### src/rtl/code_address_range_lookup_macros.svh
`ifndef CODE_ADDRESS_RANGE_LOOKUP_MACROS_SVH
`define CODE_ADDRESS_RANGE_LOOKUP_MACROS_SVH

`ifndef NO_ASSERTIONS
`define CARL_ASSERT_SAME(lbl, clk, rst_n, ante, cons) \
    lbl: assert property (@(posedge clk) disable iff (!rst_n) (ante) |-> (cons)) \
        else $error("carl assertion failed");
`define CARL_ASSERT_NEXT(lbl, clk, rst_n, ante, cons) \
    lbl: assert property (@(posedge clk) disable iff (!rst_n) (ante) |=> (cons)) \
        else $error("carl assertion failed");
`else
`define CARL_ASSERT_SAME(lbl, clk, rst_n, ante, cons)
`define CARL_ASSERT_NEXT(lbl, clk, rst_n, ante, cons)
`endif

`endif

### src/rtl/carl_pkg.sv
package carl_pkg;

    localparam int CFG_IDX_W  = 1;
    localparam int CFG_DATA_W = 64;

    localparam logic [1:0] OP_LOAD   = 2'd0;
    localparam logic [1:0] OP_LOOKUP = 2'd1;
    localparam logic [1:0] OP_CLEAR  = 2'd2;

    localparam logic [2:0] ST_HIT      = 3'd0;
    localparam logic [2:0] ST_EMPTY    = 3'd1;
    localparam logic [2:0] ST_NO_MATCH = 3'd2;
    localparam logic [2:0] ST_STORED   = 3'd3;
    localparam logic [2:0] ST_FULL     = 3'd4;
    localparam logic [2:0] ST_CLEARED  = 3'd5;

    localparam logic [CFG_IDX_W-1:0] REG_FILE_BASE  = 1'd0;
    localparam logic [CFG_IDX_W-1:0] REG_PAGE_SHIFT = 1'd1;

    localparam logic [5:0] PAGE_SHIFT_RESET = 6'd12;

    typedef struct packed {
        logic latch;
        logic sub_base;
        logic sub_red;
        logic add_fb;
        logic load;
        logic clear;
        logic set_empty;
        logic probe;
        logic compare;
        logic set_no_match;
        logic publish;
    } carl_cmd_t;

    typedef struct packed {
        logic empty;
        logic bounds_done;
        logic hit;
        logic out_free;
    } carl_sts_t;

endpackage

### src/rtl/carl_ctrl.sv
module carl_ctrl (
    input  logic                 clk,
    input  logic                 rst_n,
    input  logic                 in_valid,
    input  logic [1:0]           op,
    output logic                 in_stall,
    input  carl_pkg::carl_sts_t  sts,
    output carl_pkg::carl_cmd_t  cmd
);

    localparam logic [3:0] S_IDLE   = 4'd0;
    localparam logic [3:0] S_LOAD   = 4'd1;
    localparam logic [3:0] S_CLEAR  = 4'd2;
    localparam logic [3:0] S_CALC1  = 4'd3;
    localparam logic [3:0] S_CALC2  = 4'd4;
    localparam logic [3:0] S_CALC3  = 4'd5;
    localparam logic [3:0] S_PROBE  = 4'd6;
    localparam logic [3:0] S_CMP    = 4'd7;
    localparam logic [3:0] S_FINISH = 4'd8;

    logic [3:0] state_reg;
    logic [3:0] state_next;

    assign in_stall = (state_reg != S_IDLE);

    always_comb
    begin
        cmd        = '0;
        state_next = state_reg;
        unique case (state_reg)
            S_IDLE:
            begin
                if (in_valid)
                begin
                    cmd.latch = 1'b1;
                    case (op)
                        carl_pkg::OP_LOAD:   state_next = S_LOAD;
                        carl_pkg::OP_LOOKUP: state_next = S_CALC1;
                        carl_pkg::OP_CLEAR:  state_next = S_CLEAR;
                        default:             state_next = S_IDLE;
                    endcase
                end
            end
            S_LOAD:
            begin
                cmd.load   = 1'b1;
                state_next = S_FINISH;
            end
            S_CLEAR:
            begin
                cmd.clear  = 1'b1;
                state_next = S_FINISH;
            end
            S_CALC1:
            begin
                cmd.sub_base = 1'b1;
                state_next   = S_CALC2;
            end
            S_CALC2:
            begin
                cmd.sub_red = 1'b1;
                state_next  = S_CALC3;
            end
            S_CALC3:
            begin
                cmd.add_fb = 1'b1;
                if (sts.empty)
                begin
                    cmd.set_empty = 1'b1;
                    state_next    = S_FINISH;
                end
                else
                begin
                    state_next = S_PROBE;
                end
            end
            S_PROBE:
            begin
                if (sts.bounds_done)
                begin
                    cmd.set_no_match = 1'b1;
                    state_next       = S_FINISH;
                end
                else
                begin
                    cmd.probe  = 1'b1;
                    state_next = S_CMP;
                end
            end
            S_CMP:
            begin
                cmd.compare = 1'b1;
                state_next  = sts.hit ? S_FINISH : S_PROBE;
            end
            S_FINISH:
            begin
                if (sts.out_free)
                begin
                    cmd.publish = 1'b1;
                    state_next  = S_IDLE;
                end
            end
            default:
            begin
                state_next = S_IDLE;
            end
        endcase
    end

    always_ff @(posedge clk or negedge rst_n)
    begin
        if (!rst_n)
        begin
            state_reg <= S_IDLE;
        end
        else
        begin
            state_reg <= state_next;
        end
    end

endmodule

### config.mk
export PLATFORM = sky130hd
export DESIGN_NAME = carl_ctrl
export DESIGN_NICKNAME = d
export VERILOG_FILES = /design/src/rtl/code_address_range_lookup_macros.svh /design/src/rtl/carl_pkg.sv /design/src/rtl/carl_ctrl.sv
export SDC_FILE = /design/constraint.sdc
export NUM_CORES = 1
export LEC_CHECK = 0
export ABC_CLOCK_PERIOD_IN_PS = 1240
export BUFFER_PORTS_ARGS = -buffer_cell sky130_fd_sc_hd__buf_2
export CORE_AREA = 2 2 39 41
export DETAILED_ROUTE_END_ITERATION = 8
export DIE_AREA = 0 0 41 43
export PLACE_DENSITY_LB_ADDON = 0.2
export SLEW_MARGIN = 20
export SYNTH_ARGS = -nofsm -noshare
export SYNTH_HDL_FRONTEND = slang
export SYNTH_SLANG_ARGS = --single-unit
### constraint.sdc
create_clock -name clk -period 1.24 [get_ports clk]
set_input_delay 0.31 -clock clk [delete_from_list [all_inputs] [get_ports clk]]
set_output_delay 0.31 -clock clk [all_outputs]
set_load 0.03 [all_outputs]
== Word-level counts from Yosys, hierarchy flattened ==
Index checks and enable logic that the tools add are counted.

* Memory bits (read-only): 0
* Word-level logic and storage cells: 41
* Input port bits: 9
* Output and inout port bits: 12
* Memories kept: 0
* Bits in latches: 0
* RAM bits: 0
* Bits in registers: 4

* Multiply operators: 0
* Bitwise operators: 0
* Equality and inequality tests: 12
* Muxes and demuxes: 23
* $add $sub $neg: 0
* $lt $le $gt $ge: 0
* Shifts and indexed selects: 0
* Div/mod/pow operators: 0
* Reduce and logical (&&, ||, !) cells: 5

{| class="wikitable"
|+ Operators by type and width
! cell !! number
|-
| one-hot mux 4 bit (8 select lines) || 1
|-
| 2-to-1 mux 4 bit || 5
|-
| == test 4 x 3 -> 1 bit, second input constant || 4
|-
| 2-to-1 mux 1 bit || 16
|-
| == test 4 x 2 -> 1 bit, second input constant || 2
|-
| one-hot mux 2 bit (3 select lines) || 1
|-
| == test 4 x 1 -> 1 bit, second input constant || 1
|-
| == test 4 bit, second input constant || 1
|-
| logical NOT 4 bit || 1
|-
| != test 2 bit, second input constant || 2
|-
| nonzero test 4 bit || 1
|-
| == test 2 x 1 -> 1 bit, second input constant || 1
|-
| == test 2 bit, second input constant || 1
|-
| logical NOT 2 bit || 1
|-
| AND reduction 2 bit || 1
|-
| OR reduction 2 bit || 1
|}

== Depth between registers and ports, before layout ==
* Depth after elaboration: 4
* Gate-level depth with buffers: 5
* Depth with buffers taken out: 5

== Least setup slack after synthesis ==
OpenSTA, ideal clock, no wires.

* Kind: register -> output
* Start point: reg state_reg[3]
* End point: out cmd[4] in the netlist's numbering
* Path buffers: 1
* Path slack: -0.627 ns
* Required time: 0.930 ns
* Stages on the path, launching flop included: 5
* Data arrival time: 1.557 ns
* Path through: dfrtp_1 > clkbuf_1 > nor2b_1 > nand2_1 > nor3b_1

{| class="wikitable"
|+ RTL lines
! element !! line !! text
|-
| start, declared || carl_ctrl.sv:21 || <nowiki>logic [3:0] state_reg;</nowiki>
|-
| start signal, assigned || carl_ctrl.sv:118 || <nowiki>state_reg <= state_next;</nowiki>
|-
| end, declared || carl_ctrl.sv:8 || <nowiki>output carl_pkg::carl_cmd_t cmd</nowiki>
|}

==> impl_metrics.ini <==
[setup_path]
reg2reg_slack_ns = -0.22
endpoint_kind = output pin
worstSetupPathType = reg -> out
cp_max_fo = 3
crit_arrival_ns = 1.35
start_kind = flip-flop
reg2reg_depth = 7
cp.required_ns = 0.93

[route]
vias = 611
finalWirelength_mm = 1.74
firstDrtPassIters = 2
remaining_drc_errors = 0
vias_per_cell = 5.05
final_antenna_net_count = 0
wl_per_cell_um = 14.4
drtIter0Drc = 5

[floorplanning]
die_height_um = 43
die_w_um = 41
core_sq_mm = 0.00138
die_area_sq_mm = 0.00176
num_rows = 14
start_util = 0.312
ioPinCount = 21

[synthesis]
synthTopCellsByCount = nand2_1, nor2_1, nor3_1
synth_cell_types = 31
ys.flop_type = dfrtp_1
synth_nets = 68
synth_top_area_cell = dfrtp_1
synth_area_leaders = dfrtp_1, ha_1, nor3_1
ys_warn_count = 0
syn_inst = 56
syn_area_per_cell_sq_um = 7.71
yosysSeqAreaShare = 0.232
yosys_register_bits = 4
ys_async_sr_fraction = 1.00
synth_edf_count = 0
synth.top_cell.area_share = 0.232
netlist_area_sq_um = 432

[clock_tree]
root_buffer = clkbuf_4
cts-buffers-inserted = 3
cts_tree = yes
clk_pin_slew_worst_paths_ns = 0.04
clkSinkCount = 4
cts.path.max_buffers = 2
clkLatencyLatePin_ns = 0.24
htree_levels = 1

[power_and_ir_drop]
intPower_mw = 1.40
p_sw_frac = 0.442
pwr-share-clk = 0.066
vdd_ir_drop_max_v = 0.00141
p_leak_nw = 0.532
power_density_mw_per_mm2 = 2280
p_seq_frac = 0.109
combPwrFrac = 0.825
switchingPower_mw = 1.11

[cells_and_area]
antennaDiodeCount = 0
design_area_sq_mm = 0.00110
n_fill_cell = 91
drive_above_1_share = 0.800
seq_area_sq_um = 103
fin_util = 0.795
largest_register_ffs = 4
multiInputGateArea_sq_um = 472
area_growth_pct = 155
fin_nets = 119

[run]
cap_violations = 0

[placed_design]
io_buffers = 20
hpwl_mm = 1.03
dpl_cell_area_sq_um = 757
gp_congestion = 0.818

[timing]
fmax_mhz = 603
fin_crit_ns = 1.66
timing_hold_violations_final = 0
finalClockSkew_ns = 0.00680
setup_violations = 15
setup_ws_ns = -0.420
rsz0062_at_grt = true
maxSlewViolCount = 0
fin_crit_sh = 1.34
tightest_slew_ns = 0.301
relSlewSlack = 0.797

[run_status]
status = complete, but fails checks
failed_checks = negative setup slack

[global_route]
grt_pass1_vias = 577
grt.overflow.total = 0
antenna_found_initial = 0
globalRouteTotalUtil = 0.209
grt_max_degree = 10
grt_pass1_wl_mm = 2.46

[hold_path]
hp-class = in -> async
stage by stage:
stage / hold WS, ns / total power [mW] / std cells / TNS, ns / setup WS [ns]
floorplan: 0.0144 / 1.08 / 56 / -0.856 / -0.157
global placement: 0.117 / 1.56 / 108 / -1.50 / -0.187
detailed placement: 0.117 / 1.57 / 108 / -1.66 / -0.201
CTS: 0.394 / 2.14 / 118 / -3.82 / -0.395
global route: 0.420 / 2.64 / 121 / -4.98 / -0.478
finish: 0.400 / 2.50 / 121 / -4.10 / -0.420
power by group through the flow:
| stage | Sequential [mW] | Combinational, mW | Clock (mW) |
|---|---|---|---|
| detailed placement | 0.240 | 1.33 | 0 |
| CTS | 0.257 | 1.71 | 0.173 |
| floorplan | 0.232 | 0.847 | 0 |
| global route | 0.284 | 2.18 | 0.180 |
| global placement | 0.241 | 1.32 | 0 |
| finish | 0.273 | 2.07 | 0.165 |
area by class of cell:
cell class | instances | share of cell area
clock buffers | 3 | 0.0205
inverters | 5 | 0.0205
multi-input cells | 43 | 0.429
flip-flops and latches | 4 | 0.0933
well taps | 16 | 0.0182
repair buffers | 50 | 0.419
worst max-delay path, cell delays in order (launching register included):
cell and delay (ns):
dfrtp_1 0.39, buf_6 0.14, nor2b_4 0.14, nand2_4 0.07, nor3b_4 0.21, buf_6 0.16
path summary, 6_finish.rpt:
path	from	to
max in group asynchronous	rst_n	state_reg[1]
worst max-delay path	state_reg[3]	cmd[4]
worst min register to register	state_reg[1]	state_reg[3]
min in group clk	sts[1]	state_reg[2]
worst max register to register	state_reg[3]	state_reg[1]
worst min-delay path	rst_n	state_reg[3]
kinds of logic (layout without fill, tap and decap cells):
| logic type | Yosys count | count (layout) | synth area share |
|---|---|---|---|
| buffers and inverters | 9 | 58 | 0.0898 |
| adders and majority gates | 3 | 3 | 0.0870 |
| DFF | 4 | 4 | 0.232 |
| AOI/OAI and AO/OA | 9 | 9 | 0.177 |
| and+or+nand+nor | 30 | 30 | 0.391 |
| muxes | 1 | 1 | 0.0232 |
what timing repair did:
item                                   CTS  global route
pin swaps                                6             9
hold buffers                             1             0
endpoints found under the hold margin    4             0
setup endpoints to repair               14            16
resized for setup                       35            25
buffers inserted                         6             5
placed cells by master (no fill, tap or decap), drive strengths merged, types with 2 or more instances in the layout:
master / synthesis / layout
ha: 3 / 3
clkbuf: 2 / 3
and3: 2 / 2
dfrtp: 4 / 4
nor2: 6 / 6
nand2: 6 / 6
nand3: 2 / 2
inv: 5 / 4
nand2b: 2 / 2
buf: 2 / 49
nor3: 5 / 5
metal layers:
layer,up-vias,share of wire,GRT usage
li1,297,-,-
met1,291,0.35,0.242
met2,19,0.58,0.356
met3,4,0.047,0.0524
met4,0,0.016,0.0600
met5,-,0,0
No activity file was read; power rests on OpenSTA's default activity.
